--- src/rtl/lao_ram.sv ---
// generic simple dual-port ram, one write and one registered read per cycle
// no dependencies
`default_nettype none

module lao_ram #(
  parameter int unsigned WIDTH = 8,
  parameter int unsigned DEPTH = 16,
  localparam int unsigned AW = (DEPTH > 1) ? $clog2(DEPTH) : 1
) (
  input  wire logic             clk_i,
  input  wire logic             we_i,
  input  wire logic [AW-1:0]    waddr_i,
  input  wire logic [WIDTH-1:0] wdata_i,
  input  wire logic [AW-1:0]    raddr_i,
  output logic      [WIDTH-1:0] rdata_o
);

  logic [WIDTH-1:0] mem_q [DEPTH];
  logic [WIDTH-1:0] rdata_q;

  always_ff @(posedge clk_i) begin
    if (we_i) begin
      mem_q[waddr_i] <= wdata_i;
    end
    rdata_q <= mem_q[raddr_i];
  end

  assign rdata_o = rdata_q;

endmodule

`default_nettype wire

--- config.mk ---
export PLATFORM = sky130hd
export DESIGN_NAME = lao_ram
export DESIGN_NICKNAME = d
export VERILOG_FILES = /design/src/rtl/lao_ram.sv
export SDC_FILE = /design/constraint.sdc
export NUM_CORES = 1
export LEC_CHECK = 0
export BUFFER_PORTS_ARGS = -buffer_cell sky130_fd_sc_hd__buf_4
export CORE_MARGIN = 2
export CORE_UTILIZATION = 30
export CTS_BUF_LIST = sky130_fd_sc_hd__clkbuf_16
export CTS_CLUSTER_SIZE = 30
export DETAILED_ROUTE_END_ITERATION = 10
export GPL_TIMING_DRIVEN = 0
export PLACE_DENSITY_LB_ADDON = 0.2
export SYNTH_ARGS = -nofsm -noshare
export SYNTH_HDL_FRONTEND = slang
export SYNTH_SLANG_ARGS = --single-unit
--- constraint.sdc ---
create_clock -name clk_i -period 2.57 [get_ports clk_i]
set_clock_uncertainty 0.15 [all_clocks]
set_input_delay 0.6425 -clock clk_i [delete_from_list [all_inputs] [get_ports clk_i]]
set_output_delay 0.6425 -clock clk_i [all_outputs]
set_load 0.005 [all_outputs]
# Word-level counts from Yosys, hierarchy flattened
# Memories as Yosys holds them, arrays and structs flattened. A register that Yosys moved wholly into a read port is not among the register bits.
# Cells that the tools add are included.
# op_classes
muxes,2
# op_table
operator,n
1-bit two-way mux,2
# totals
regBits,0
mem_bits_rw,128
inputBits,18
word_cells,3
memories,1
# mem_list
name,depth,width,read_ports,rd_ports_with_merged_regs,wr,line_no,source
mem_q,16,8,1,1,1,18,logic [WIDTH-1:0] mem_q [DEPTH];

# Longest topological paths before layout
# depth
word_depth,2
depth_mapped,5
depth_no_buf,3

# Worst setup path before layout
# No wires, ideal clock.
# synth_timing
path_type,input to register
from,input waddr_i[2]
to,"memory mem_q[0][0], enable pin"
setup_ns,0.383
arrival_ns,1.752
path_slack_ns,0.285
path_stages,2
n_path_buf,0
cell_sequence,or3b_2 nor3_1
# synth_rtl
item,line_no,source
start: declaration,12,"input wire logic [AW-1:0] waddr_i,"
end: declaration,18,
# Straight into the memory's write port.

# Worst setup path after layout
# layout_timing
from,input waddr_i[2]
to,"memory mem_q[0][3], enable pin"
# Straight into the memory's write port.

==> impl_metrics.csv <==
group,metric,value,unit
sta,report.final.slew_viol_count,0,
setup_path,critical_path_arrival,2.18,ns
pwr,pwr_density_cell,778,nW/um2
place,post-dp-hpwl,6810,um
sta,report.final.hold_viol_count,0,
setup_path,critPathBufInv,2,
hold_path,worst_hold_path.num_cells,1,
setup_path,critical_path.max_fanout,5,
routing,drtAntennaViolNets,0,
sta,slew-limit-headroom,41.5,%
floorplan,fp.dieArea,18200,um2
pwr,power.share.clock,42.1,%
yosys,synthSimpleGateAreaFrac,3.18,%
floorplan,die_height,135,um
yosys,synth.area.mux_share,15.0,%
global_route,grt_pass1_wl,16200,um
setup_path,critical_path.startpoint_type,"input pin",
pwr,peakVddDrop,0.480,mV
global_route,grt_pass1_vias,2457,
pwr,internal-power,3.77,mW
pwr,power.share.combinational,5.4,%
place,routabilityCongestion,0.687,
pwr,seq_power_share,52.5,%
routing,totalWireLength,10800,um
sta,fin_crit_sh,86.4,%
setup_path,r2r-end,"rdata_o[0]$_DFF_P_",
yosys,syn-num-nets,247,
floorplan,placementRows,47,
cells_and_area,antenna-diode-count,0,
floorplan,dieWidth,135,um
sta,final.setup.tns,0,ns
hold_path,hold-path-endpoint,"mem_q[3][6]$_DFFE_PP_",
routing,remaining_drc_errors,0,
cells_and_area,area.growth.synth_to_final,18.6,%
setup_path,reg2reg_from,"mem_q[14][0]$_DFFE_PP_",
floorplan,core_area,16700,um2
clock_tree,cts_root_buf,"sky130_fd_sc_hd__clkbuf_16",
routing,drt-initial-drc-count,227,
clock_tree,cts_buffers,17,
floorplan,initial_core_util,30.8,%
yosys,biggest_area_consumer_among_synthesized_cells,"sky130_fd_sc_hd__edfxtp_1",
cells_and_area,drive_gt1_share,26.9,%
pwr,switching_share,20.6,%
yosys,post_synth_num_cell_types,19,
place,place_ws,-0.113,ns
yosys,avgSynthCellArea,22.5,um2
pwr,power.switching,978,uW
pwr,total_power,4.75,mW
hold_path,hold_path.class,"input pin to register",
cells_and_area,num-nets-final,292,
cells_and_area,filler_cell_count_in_the_final_layout,1558,
yosys,post-synth-top-count-cell,"sky130_fd_sc_hd__edfxtp_1",
clock_tree,post-cts-setup-buffer-count,0,
yosys,synth_sequential_area_ratio,77.8,%
hold_path,hp_start,"wdata_i[6]",
setup_path,timing.reg2reg.worst_path_depth,3,
sta,layout_setup_ws,0.349,ns
clock_tree,clk_pin_slew_worst_paths,0.05,ns
setup_path,cpLargestDelayFamily,"simple AND/OR/NAND/NOR gates",
routing,dr_total_vias,2364,
setup_path,critical_path_class,"input pin to register",
cells_and_area,final-seq-area,4000,um2
global_route,globalRouteOverflowTotal,0,
yosys,synth_xor_area_share,0,%
clock_tree,htree_levels,4,
pwr,cell_leakage_power,2.03,nW
yosys,ys_top_cells_by_count,"sky130_fd_sc_hd__edfxtp_1, sky130_fd_sc_hd__mux4_2, sky130_fd_sc_hd__a22oi_1",
yosys,synth_enable_flop_cells,128,
sta,timing_limited_maximum_frequency,0.450,GHz
yosys,ys.warnings.count,0,
sta,grt_setup_unrepaired,"no",
setup_path,worstSetupEndpointType,"register",
yosys,yosys_register_bits,136,
yosys,synthesis.instances,229,
yosys,largest_family_of_logic_cells_by_synthesized_area,"multiplexers",
yosys,main_synth_ff_type,"sky130_fd_sc_hd__edfxtp_1",
job,max_cap_violations,0,
routing,drt_first_pass_iters,4,
yosys,synth_adder_area_share,0,%
routing,drt-wirelength-per-cell,21.2,um
yosys,synthesis.area,5150,um2
floorplan,i_o_pin_total,26,
yosys,synthTopCellsByArea,"sky130_fd_sc_hd__edfxtp_1, sky130_fd_sc_hd__mux4_2, sky130_fd_sc_hd__mux4_1",
yosys,synth_top_area_share,74.7,%
place,port-buffer-count,24,
yosys,synthArstFlopShare,0,%
setup_path,critPathRequiredTime,2.53,ns
global_route,antenna_found_initial,0,
cells_and_area,multi_input_area,1070,um2
clock_tree,worst_skew_pair.late_latency,0.41,ns
status,outcome,"finished clean",
sta,post-route-min-period,2.22,ns
sta,slew_at_the_pin_with_the_worst_max_slew_slack,0.874,ns
clock_tree,cts_hold_repair.buffers,0,
global_route,grt_start_max_net_pins,17,
place,placement.cell_area,5610,um2
yosys,synth_compound_area_share,2.33,%
setup_path,worst_path_max_delay_cell,"sky130_fd_sc_hd__nor3_1",
clock_tree,clock_path_buffers,2,
sta,hold_slack,0.406,ns
routing,vias_per_cell,4.67,
sta,timing.final.setup_violations,0,
global_route,globalRouteTotalUtil,12.9,%
setup_path,crit_chain,"buf_4 -> or3b_2 -> nor3_1 -> buf_2",
clock_tree,clock_sink_count,136,
clock_tree,post_cts_resized,0,
setup_path,cp_slowest_stage_delay,0.58,ns
cells_and_area,final_area,6110,um2
setup_path,slack_of_the_worst_reg_to_reg_path,1.01,ns
clock_tree,tritoncts,"done",
[logic make-up (layout without fill, tap and decap cells)]
logic type             Yosys count  in the layout
AND/OR/NAND/NOR                 35             35
flip-flops                     136            136
AO/OA/AOI/OAI                   16             16
buffers and inverters           10             67
multiplexers                    32             32
[worst max-delay path by stage]
stage	from	cells after the start	slack, ns	end
6_report	waddr_i[2]	4	0.35	mem_q[0][3]$_DFFE_PP_
5_1_grt	waddr_i[2]	4	0.29	mem_q[0][7]$_DFFE_PP_
4_1_cts	waddr_i[2]	3	0.32	mem_q[8][2]$_DFFE_PP_
3_5_place_dp	waddr_i[2]	3	-0.11	mem_q[8][2]$_DFFE_PP_
3_3_place_gp	waddr_i[2]	3	-0.41	mem_q[0][7]$_DFFE_PP_
2_1_floorplan	waddr_i[2]	2	0.28	mem_q[0][0]$_DFFE_PP_
[registers in the layout (all words and copies together), names as in the netlist]
register,cells
mem_q,128
rdata_o,8
[through the flow]
stage,instances,utilization (%)
2_1_floorplan,229,-
3_3_place_gp,473,33.5
3_5_place_dp,474,33.6
4_1_cts,505,36.5
5_1_grt,506,36.6
6_report,506,36.6
[metal layers]
layer	global-route usage, %	up-vias	routed length (um)
li1	-	1064	-
met1	17.8	1239	5030
met2	19.4	51	5120
met3	3.72	10	470
met4	4.69	0	133
met5	0	-	0
[power by group through the flow]
stage                     clock network [mW]  registers (mW)  logic [mW]
after global routing                    2.14            2.50       0.277
after global placement                     0            2.54       0.259
after floorplan                            0            2.54       0.126
final                                   2.00            2.49       0.255
after CTS                               2.03            2.49       0.261
after detailed placement                   0            2.54       0.261
[area by class of cell]
| type | count | share of cell area [%] |
|---|---|---|
| plain buffers | 10 | 1.41 |
| clock buffers | 17 | 6.97 |
| clock inverters | 14 | 0.922 |
| multi-input cells | 83 | 17.5 |
| flip-flops and latches | 136 | 65.6 |
| well taps | 220 | 4.51 |
| repair buffers | 26 | 3.16 |
[placed cells by master, fill, tap and decap left out]
cell type,netlist,layout
sky130_fd_sc_hd__nand2b_1,2,2
sky130_fd_sc_hd__clkdlybuf4s25_2,3,3
sky130_fd_sc_hd__clkinv_2,0,3
sky130_fd_sc_hd__and2_1,1,1
sky130_fd_sc_hd__nor3_2,0,2
sky130_fd_sc_hd__buf_4,1,25
sky130_fd_sc_hd__nand2_1,9,9
sky130_fd_sc_hd__or3b_2,1,1
sky130_fd_sc_hd__nand3b_1,2,2
sky130_fd_sc_hd__buf_2,3,4
sky130_fd_sc_hd__buf_6,3,3
sky130_fd_sc_hd__clkbuf_4,0,1
sky130_fd_sc_hd__and2b_1,1,1
sky130_fd_sc_hd__clkinv_1,0,5
sky130_fd_sc_hd__nor2b_1,1,1
sky130_fd_sc_hd__nor2_1,13,13
sky130_fd_sc_hd__inv_1,0,6
sky130_fd_sc_hd__a22oi_1,16,16
sky130_fd_sc_hd__nor3_1,4,2
sky130_fd_sc_hd__nand3_1,1,1
sky130_fd_sc_hd__mux4_2,18,18
sky130_fd_sc_hd__mux4_1,14,14
sky130_fd_sc_hd__edfxtp_1,128,128
sky130_fd_sc_hd__clkbuf_16,0,17
sky130_fd_sc_hd__dfxtp_1,8,8
Power figures use the tool's default switching activity.
