`src/rtl/lao_pkg.sv`:
```
// shared types, codes and defaults of the local alignment orientation block
// no dependencies
`default_nettype none

package lao_pkg;

  localparam int unsigned MaxLen     = 512;
  localparam int unsigned SymbolBits = 8;

  localparam logic [7:0] MatchReset    = 8'h02;
  localparam logic [7:0] MismatchReset = 8'hFF;
  localparam logic [7:0] GapReset      = 8'hFE;

  localparam logic [1:0] REG_MATCH    = 2'd0;
  localparam logic [1:0] REG_MISMATCH = 2'd1;
  localparam logic [1:0] REG_GAP      = 2'd2;

  localparam logic [1:0] ORIENT_NEG  = 2'd0;
  localparam logic [1:0] ORIENT_ZERO = 2'd1;
  localparam logic [1:0] ORIENT_POS  = 2'd2;

  typedef enum logic [1:0] {
    OP_APPEND_FIRST  = 2'd0,
    OP_APPEND_SECOND = 2'd1,
    OP_ALIGN         = 2'd2
  } op_e;

  typedef enum logic [1:0] {
    DIR_ZERO = 2'd0,
    DIR_UP   = 2'd1,
    DIR_DIAG = 2'd2,
    DIR_LEFT = 2'd3
  } dir_e;

  typedef enum logic [2:0] {
    ST_IDLE,
    ST_CLEAR,
    ST_FILL,
    ST_REDUCE,
    ST_TRACE_RD,
    ST_TRACE_ST,
    ST_DONE
  } state_e;

  typedef struct packed {
    logic [1:0] operation;
    logic [7:0] symbol;
  } req_t;

  typedef struct packed {
    logic [15:0] best_score;
    logic [1:0]  orientation;
    logic        truncated;
  } res_t;

  typedef struct packed {
    logic [7:0] match_score;
    logic [7:0] mismatch_score;
    logic [7:0] gap_score;
  } score_cfg_t;

  typedef struct packed {
    logic load;
    logic clear;
    logic fill;
    logic reduce;
  } cell_ctl_t;

endpackage

`default_nettype wire

```
`src/rtl/lao_cell.sv`:
```
// one column cell of the alignment array: holds a second-read symbol, its score
// column entry and its column best; uses lao_pkg
`default_nettype none

module lao_cell #(
  parameter int unsigned SYMBOL_BITS = 8,
  parameter int unsigned ROW_W       = 10,
  parameter int unsigned COL         = 1
) (
  input  wire logic                   clk_i,
  input  wire logic                   rst_ni,
  input  wire lao_pkg::cell_ctl_t     ctl_i,
  input  wire lao_pkg::score_cfg_t    cfg_i,
  input  wire logic [ROW_W-1:0]       len_i,
  input  wire logic [SYMBOL_BITS-1:0] sym_i,
  input  wire logic [SYMBOL_BITS-1:0] a_i,
  input  wire logic                   v_i,
  input  wire logic [ROW_W-1:0]       r_i,
  input  wire logic [15:0]            h_i,
  input  wire logic [15:0]            dg_i,
  input  wire logic                   cv_i,
  input  wire logic [15:0]            cs_i,
  input  wire logic [ROW_W-1:0]       cr_i,
  input  wire logic [ROW_W-1:0]       cc_i,
  output logic [SYMBOL_BITS-1:0]      a_o,
  output logic                        v_o,
  output logic [ROW_W-1:0]            r_o,
  output logic [15:0]                 h_o,
  output logic [15:0]                 dg_o,
  output logic                        cv_o,
  output logic [15:0]                 cs_o,
  output logic [ROW_W-1:0]            cr_o,
  output logic [ROW_W-1:0]            cc_o,
  output logic [1:0]                  dir_o
);

  logic [SYMBOL_BITS-1:0] b_q, a_q;
  logic                   v_q, ov_q, cv_q;
  logic [ROW_W-1:0]       r_q, br_q, cr_q, cc_q;
  logic [15:0]            h_q, dg_q, bs_q, cs_q;
  lao_pkg::dir_e          dir_q, dir_d;

  logic signed [17:0] gap_x, sub_x, up_s, dg_s, lf_s, best_s;
  logic [15:0]        h_new;
  logic               active, upd_best, take;

  assign active = (len_i >= ROW_W'(COL));
  assign gap_x  = {{10{cfg_i.gap_score[7]}}, cfg_i.gap_score};
  assign sub_x  = (a_i == b_q) ? {{10{cfg_i.match_score[7]}}, cfg_i.match_score}
                               : {{10{cfg_i.mismatch_score[7]}}, cfg_i.mismatch_score};
  assign up_s   = $signed({2'b00, h_i}) + gap_x;
  assign dg_s   = $signed({2'b00, dg_i}) + sub_x;
  assign lf_s   = $signed({2'b00, h_q}) + gap_x;

  // ties keep the earlier choice: zero, up, diagonal, left
  always_comb begin
    best_s = '0;
    dir_d  = lao_pkg::DIR_ZERO;
    if (up_s > best_s) begin
      best_s = up_s;
      dir_d  = lao_pkg::DIR_UP;
    end
    if (dg_s > best_s) begin
      best_s = dg_s;
      dir_d  = lao_pkg::DIR_DIAG;
    end
    if (lf_s > best_s) begin
      best_s = lf_s;
      dir_d  = lao_pkg::DIR_LEFT;
    end
  end

  assign h_new    = (best_s > 18'sd65535) ? 16'hFFFF : best_s[15:0];
  assign upd_best = ctl_i.fill && v_i && active && (!ov_q || (h_new >= bs_q));
  // later column wins a tie on score and row
  assign take     = ov_q && (!cv_i || (bs_q > cs_i) || ((bs_q == cs_i) && (br_q >= cr_i)));

  always_ff @(posedge clk_i or negedge rst_ni) begin
    if (!rst_ni) begin
      v_q  <= 1'b0;
      ov_q <= 1'b0;
      cv_q <= 1'b0;
    end else if (ctl_i.clear) begin
      v_q  <= 1'b0;
      ov_q <= 1'b0;
      cv_q <= 1'b0;
    end else begin
      v_q <= ctl_i.fill && v_i;
      if (upd_best) begin
        ov_q <= 1'b1;
      end
      if (ctl_i.reduce) begin
        cv_q <= take || cv_i;
      end
    end
  end

  always_ff @(posedge clk_i) begin
    if (ctl_i.load && (len_i == ROW_W'(COL - 1))) begin
      b_q <= sym_i;
    end
    a_q   <= a_i;
    r_q   <= r_i;
    dir_q <= dir_d;
    if (ctl_i.clear) begin
      h_q  <= '0;
      dg_q <= '0;
    end else if (ctl_i.fill && v_i) begin
      h_q  <= h_new;
      dg_q <= h_q;
    end
    if (upd_best) begin
      bs_q <= h_new;
      br_q <= r_i;
    end
    if (ctl_i.reduce) begin
      cs_q <= take ? bs_q : cs_i;
      cr_q <= take ? br_q : cr_i;
      cc_q <= take ? ROW_W'(COL) : cc_i;
    end
  end

  assign a_o   = a_q;
  assign v_o   = v_q;
  assign r_o   = r_q;
  assign h_o   = h_q;
  assign dg_o  = dg_q;
  assign cv_o  = cv_q;
  assign cs_o  = cs_q;
  assign cr_o  = cr_q;
  assign cc_o  = cc_q;
  assign dir_o = dir_q;

endmodule

`default_nettype wire

```
`config.mk`:
```
export PLATFORM = sky130hd
export DESIGN_NAME = lao_cell
export DESIGN_NICKNAME = d
export VERILOG_FILES = /design/src/rtl/lao_pkg.sv /design/src/rtl/lao_cell.sv
export SDC_FILE = /design/constraint.sdc
export NUM_CORES = 1
export LEC_CHECK = 0
export BUFFER_PORTS_ARGS = -buffer_cell sky130_fd_sc_hd__buf_2
export CAP_MARGIN = 10
export CELL_PAD_IN_SITES_DETAIL_PLACEMENT = 1
export CELL_PAD_IN_SITES_GLOBAL_PLACEMENT = 2
export CORE_ASPECT_RATIO = 0.7
export CORE_MARGIN = 4
export CORE_UTILIZATION = 30
export DETAILED_ROUTE_END_ITERATION = 12
export PLACE_DENSITY = 0.74
export SLEW_MARGIN = 20
export SYNTH_ARGS = -nofsm -noshare
export SYNTH_HDL_FRONTEND = slang
export SYNTH_SLANG_ARGS = --single-unit
```
`constraint.sdc`:
```
create_clock -name clk_i -period 8.3 [get_ports clk_i]
set_input_delay 0 -clock clk_i [delete_from_list [all_inputs] [get_ports clk_i]]
set_output_delay 0 -clock clk_i [all_outputs]
set_load 0.05 [all_outputs]
```
# [After elaboration in Yosys (flattened, before gate mapping)]
# Cells that the tools add are included.
[classes] add_sub_neg=3 order_cmp=8 eq_ne=2 mux=14 n_reduce_logical=16
[op_table] op="$mux 18" count=4
[op_table] op="$add 17x8->18" count=2
[op_table] op="$gt 18x18->1" count=2
[op_table] op="$mux 16" count=2
[op_table] op="$add 17x18->18" count=1
[op_table] op="$gt 18x1->1 const B" count=1
[op_table] op="$gt 18x17->1 const B" count=1
[op_table] op="$eq 16x16->1" count=1
[op_table] op="$ge 16x16->1" count=1
[op_table] op="$gt 16x16->1" count=1
[op_table] op="$ge 10x1->1 const B" count=1
[op_table] op="$ge 10x10->1" count=1
[op_table] op="$logic_not 10->1" count=1
[op_table] op="$mux 10" count=1
[op_table] op="$eq 8x8->1" count=1
[op_table] op="$mux 1" count=7
[op_table] op="$logic_and 1x1->1" count=6
[op_table] op="$logic_or 1x1->1" count=4
[op_table] op="$reduce_bool 2->1" count=2
[op_table] op="$logic_not 1->1" count=2
[op_table] op="$reduce_or 2->1" count=1
[totals] regBits=125 output_inout_bits=90 elab_cells=58

# [Logic depth before layout (Yosys ltp)]
[logic_depth] ltp_word=14 depth_mapped=46

# [Least setup slack after synthesis]
# OpenSTA, ideal clock, no wires.
[synth_timing] path_kind="reg2reg" startpoint="register b_q[1]" endpoint="register br_q[0], enable pin" setup_time_ps=372 t_arrival_ps=8652 t_required_ps=7928 path_slack_ps=-724 path_stages_with_launch=42 period_less_slack_ps=9024 path_cell_list="edfxtp_1 > xor2_1 > nor4_1 > nand2_1 > mux2i_2 > inv_1 > ha_1 > a211o_1 > or2_1 > o21ai_2 > o221ai_1 > a21o_1 > a21oi_1 > xnor2_1 > inv_1 > ha_1 > o21ai_0 > a21oi_1 > (+6 left out) > a2111oi_0 > o221ai_1 > o221ai_1 > clkinv_1 > o21ai_2 > buf_2 > and2_1 > ha_1 > nand2b_1 > a21o_1 > a21o_1 > a21o_1 > a21o_1 > a211oi_1 > o21bai_1 > a21oi_1 > o21ai_0 > and3_1"
[synth_between] elab_chain_cells=12
[synth_lines] element="start: declaration" line="lao_cell.sv:37" text="logic [SYMBOL_BITS-1:0] b_q, a_q;"
[synth_lines] element="start signal: assignment" line="lao_cell.sv:100" text="b_q <= sym_i;"
[synth_lines] element="$eq 8x8->1 (*)" line="lao_cell.sv:49" text="assign sub_x = (a_i == b_q) ? {{10{cfg_i.match_score[7]}}, cfg_i.match_score}"
[synth_lines] element="$mux 18 (*)" line="lao_cell.sv:49"
[synth_lines] element="$add 17x18->18 (*)" line="lao_cell.sv:52" text="assign dg_s = $signed({2'b00, dg_i}) + sub_x;"
[synth_lines] element="$gt 18x18->1" line="lao_cell.sv:63" text="if (dg_s > best_s) begin"
[synth_lines] element="$mux 18 (*)" line="lao_cell.sv:63"
[synth_lines] element="$gt 18x18->1" line="lao_cell.sv:67" text="if (lf_s > best_s) begin"
[synth_lines] element="$mux 18 (*)" line="lao_cell.sv:67"
[synth_lines] element="$gt 18x17->1" line="lao_cell.sv:73" text="assign h_new = (best_s > 18'sd65535) ? 16'hFFFF : best_s[15:0];"
[synth_lines] element="$mux 16 (*)" line="lao_cell.sv:73"
[synth_lines] element="$ge 16x16->1 (*)" line="lao_cell.sv:74" text="assign upd_best = ctl_i.fill && v_i && active && (!ov_q || (h_new >= bs_q));"
[synth_lines] element="$logic_or 1x1->1 (*)" line="lao_cell.sv:74"
[synth_lines] element="$logic_and 1x1->1 (*)" line="lao_cell.sv:74"
[synth_lines] element="net upd_best" line="lao_cell.sv:45" text="logic active, upd_best, take;"
[synth_lines] element="end signal: assignment" line="lao_cell.sv:114" text="br_q <= r_i;"
[synth_lines] element="end: declaration" line="lao_cell.sv:39" text="logic [ROW_W-1:0] r_q, br_q, cr_q, cc_q;"
# Mark *: on every way through the listed nets, which the timed path passes. The rest lies on a longest branch.
# A chain may end at the register's enable or synchronous reset.

# [Worst setup path after layout]
[layout_timing] startpoint="register b_q[1]" endpoint="register br_q[7], enable pin"
[layout_between] elab_chain_cells=12
[layout_lines] element="$eq 8x8->1 (*)" line="lao_cell.sv:49"
[layout_lines] element="$mux 18 (*)" line="lao_cell.sv:49"
[layout_lines] element="$add 17x18->18 (*)" line="lao_cell.sv:52"
[layout_lines] element="$gt 18x18->1" line="lao_cell.sv:63"
[layout_lines] element="$mux 18 (*)" line="lao_cell.sv:63"
[layout_lines] element="$gt 18x18->1" line="lao_cell.sv:67"
[layout_lines] element="$mux 18 (*)" line="lao_cell.sv:67"
[layout_lines] element="$gt 18x17->1" line="lao_cell.sv:73"
[layout_lines] element="$mux 16 (*)" line="lao_cell.sv:73"
[layout_lines] element="$ge 16x16->1 (*)" line="lao_cell.sv:74"
[layout_lines] element="$logic_or 1x1->1 (*)" line="lao_cell.sv:74"
[layout_lines] element="$logic_and 1x1->1 (*)" line="lao_cell.sv:74"
# Every way passes the cells marked *; elsewhere a longest branch is shown, timed or not.

==> flow_summary.yaml <==
run_status:
  outcome: "finished, violations left"
  violations: "setup timing"
global_routing:
  grt_use_met2_pct: 33.1
  grt_first_pass_wirelength_um: 55800
  busiest_layer: "met2"
  grt_pass1_vias: 9938
  antenna_found_initial: 0
  grt_max_degree: 40
  use_met3_pct: 3.85
  overflow: 0
  grt_use_met1_pct: 30.8
  grt_usage_pct: 21.1
clocking:
  clk_path_buf_depth: 2
  cts_root_buf: "clkbuf_16"
  cts_max_level: 4
  clock_latency_ps: 420
  cts_tree: "done"
  clkTransAtPathRegs_ps: 60
  cts.sinks: 125
  cts_buffers: 17
logic_synthesis:
  yosys_warnings: 0
  synth_top_area_share_pct: 22.8
  synth_seq_cells: 125
  yosysSeqAreaShare_pct: 34.8
  avgSynthCellArea_sq_um: 9.35
  netlist_top_cells_area: "edfxtp_1, ha_1, dfxtp_1, a21oi_1, nand2_1"
  synthFlopType: "edfxtp_1"
  yosysUniqueCellTypes: 71
  syn_nets: 1255
  synthCells: 988
  syn_area_sq_um: 9240
  synth_edf_count: 70
  synth_top_cell_by_area: "edfxtp_1"
  async_flop_share_pct: 2.40
worst_setup_path:
  worstSetupStartpointType: "flip-flop"
  path_class: "reg2reg"
  path_common_cell: "a21o_1"
  crit_fanout: 6
  required_ps: 8460
  crit_slowest_cell: "o41ai_4"
  regToRegSetupSlack_ps: -440
  cp-end-kind: "flip-flop"
  r2r_start: "b_q[1]$_DFFE_PP_"
  ff2ff_path_depth: 43
  rr_endpoint: "br_q[7]$_DFFE_PP_"
  worstPathArrival_ps: 8910
  slowest_delay_ps: 400
timing:
  fin_skew_ps: 14.9
  tns_ps: -11290
  rsz0062_at_grt: "yes"
  min_period_ps: 8740
  tightest_slew_ps: 1080
  setup_violations: 26
  fin_ws_ps: -445
  slew_viol_final: 0
  post-route-period-util_pct: 105
  hold_viol: 0
  fmax_ghz: 0.114
  relSlewSlack_pct: 26.8
power_and_ir_drop:
  power_mw: 3.21
  powerDensity_nw_per_um2: 230
  irDropWorstVdd_mv: 0.159
  total_leakage_power_nw: 6.45
finish:
  num_antenna_cells: 0
  postLayoutCoreUtil_pct: 46.2
  nNetsFinal: 1713
  areaGrowthSynthToFinish_pct: 50.8
  nFillCells: 3506
  final_area_sq_um: 13900
  drive_above_1_share_pct: 37.1
placed_design:
  place_congestion: 0.883
  io_buffers: 225
  placed_cell_area_sq_um: 11900
  dp_hpwl_um: 26500
job:
  drv_cap: 0
die:
  die_y_um: 155
  ios: 226
  die_area_sq_um: 33700
  num_rows: 53
  core_area_sq_um: 30200
  start_util_pct: 30.6
  fp.dieW_um: 218
route:
  routed_wl_um: 36100
  ant_nets: 0
  vias: 9265
  wire_per_inst_um: 19.3
  drtPass1Iterations: 5
  drc: 0
  drt-initial-drc-count: 581
  via_per_inst: 4.95
min_path:
  worstHoldStart: "cs_i[15]"
  hold_path_end: "cs_o[15]$_DFFE_PP_"
  hold_path_class: "in2reg"
  whs_path_depth: 3
==> sequential cells by signal (all words and copies together), names as in the netlist, 2 cells and up <==
name and flops:
bs_q 16, cs_o 16, dg_o 16, h_o 16
br_q 10, cc_o 10, cr_o 10, r_o 10
a_o 8, b_q 8, dir_o 2
==> routing by layer <==
metal | up-vias | part of all wire (%)
li1 | 4530 | -
met1 | 4488 | 51
met2 | 222 | 44
met3 | 25 | 4.8
met4 | 0 | 0.75
met5 | - | 0
==> kinds of logic (layout without fill, tap and decap cells) <==
kind of cell / after synthesis / in the layout / share of synthesized area, %
flip-flops: 125 / 125 / 34.8
adder cells (fa/ha/maj): 131 / 131 / 18.0
buffers and inverters: 109 / 573 / 4.69
other: 1 / 1 / 0.0406
multiplexers: 38 / 38 / 4.47
AND/OR/NAND/NOR: 283 / 286 / 14.7
AO/OA/AOI/OAI: 252 / 256 / 18.6
XOR/XNOR: 49 / 49 / 4.65
==> cell usage after synthesis (7+ instances only) <==
library cell,number
xor2_1,23
nor2_1,79
a211oi_1,9
a31oi_1,12
a311oi_1,11
nor3_1,12
mux2_2,19
nand2b_1,8
o21ai_0,35
o21a_1,10
nor2b_1,18
nand2_1,91
clkbuf_1,19
a21oi_1,81
xnor2_1,26
and2_1,7
ha_1,128
mux2i_1,17
inv_1,79
dfxtp_1,52
nand4_1,11
edfxtp_1,70
buf_2,7
o31ai_1,7
nand3_1,19
nor4_1,8
a21o_1,35
==> layout by cell type, fill, tap and decap left out, types with 6 or more instances in the layout <==
master and count:
inv_1 76, nor2_1 75, dfxtp_1 52, clkinv_2 6, a21o_1 35, ha_4 13
a211oi_1 7, nor3_1 10, mux2_2 18, o21bai_1 6, nor2b_1 17, mux2i_1 17
xor2_1 22, edfxtp_1 70, a21oi_1 69, buf_2 225, a311oi_1 11, o31ai_1 6
o21ai_0 28, ha_1 115, nand2b_1 7, a21oi_2 9, xnor2_1 23, o21a_1 10
dlygate4sd3_1 64, a31oi_1 10, buf_4 165, clkbuf_16 19, nand4_1 11, nand3_1 17
nand2_1 91, nor4_1 7
==> worst max-delay path by stage <==
stage	from	end	slack, ps
floorplan	b_q[3]$_DFFE_PP_	br_q[0]$_DFFE_PP_	9
global placement	b_q[4]$_DFFE_PP_	br_q[0]$_DFFE_PP_	-790
detailed placement	b_q[4]$_DFFE_PP_	br_q[0]$_DFFE_PP_	-1230
CTS	b_q[5]$_DFFE_PP_	bs_q[3]$_DFFE_PP_	-450
global route	b_q[1]$_DFFE_PP_	bs_q[8]$_DFFE_PP_	-840
finish	b_q[1]$_DFFE_PP_	br_q[7]$_DFFE_PP_	-440
==> repair_timing <==
item | in CTS | in global routing
pin swaps | 42 | 30
endpoints found under the hold margin | 75 | 0
resized for setup | 64 | 34
buffers inserted | 22 | 12
hold buffers | 64 | 0
endpoints found under the setup margin | 26 | 26
gates cloned | 6 | 1
==> power breakdown <==
part	internal, mW	total (mW)	switching (mW)
Combinational	0.753	1.69	0.936
Sequential	0.737	0.775	0.0380
Clock	0.454	0.743	0.290
Total	1.94	3.21	1.26
==> through the flow <==
stage	hold slack, ps	worst slack [ps]	std cells
3_5_place_dp	-200	-1230	1735
5_1_grt	64.9	-836	1871
2_1_floorplan	-296	9.18	988
6_report	84.2	-445	1871
4_1_cts	60.0	-452	1859
3_3_place_gp	-200	-791	1735
==> critical path: cells and delay by family (launching register included) <==
kind,cells,cell delay [ps]
DFF,1,380
buffers and inverters,6,890
muxes,2,650
AOI/OAI and AO/OA,20,3360
xor gates and xnor gates,2,440
adders and majority gates,4,1070
and+or+nand+nor,9,1640
==> cell type report <==
cell class | instances | area (sq um) | share of cell area (%)
multi-input cells | 761 | 6220 | 44.7
flip-flops and latches | 125 | 3220 | 23.1
repair buffers | 461 | 3100 | 22.2
well taps | 412 | 515 | 3.70
clock buffers | 22 | 497 | 3.57
inverters | 80 | 302 | 2.16
clock inverters | 10 | 82.6 | 0.593
(Power assumes the default switching activity.)
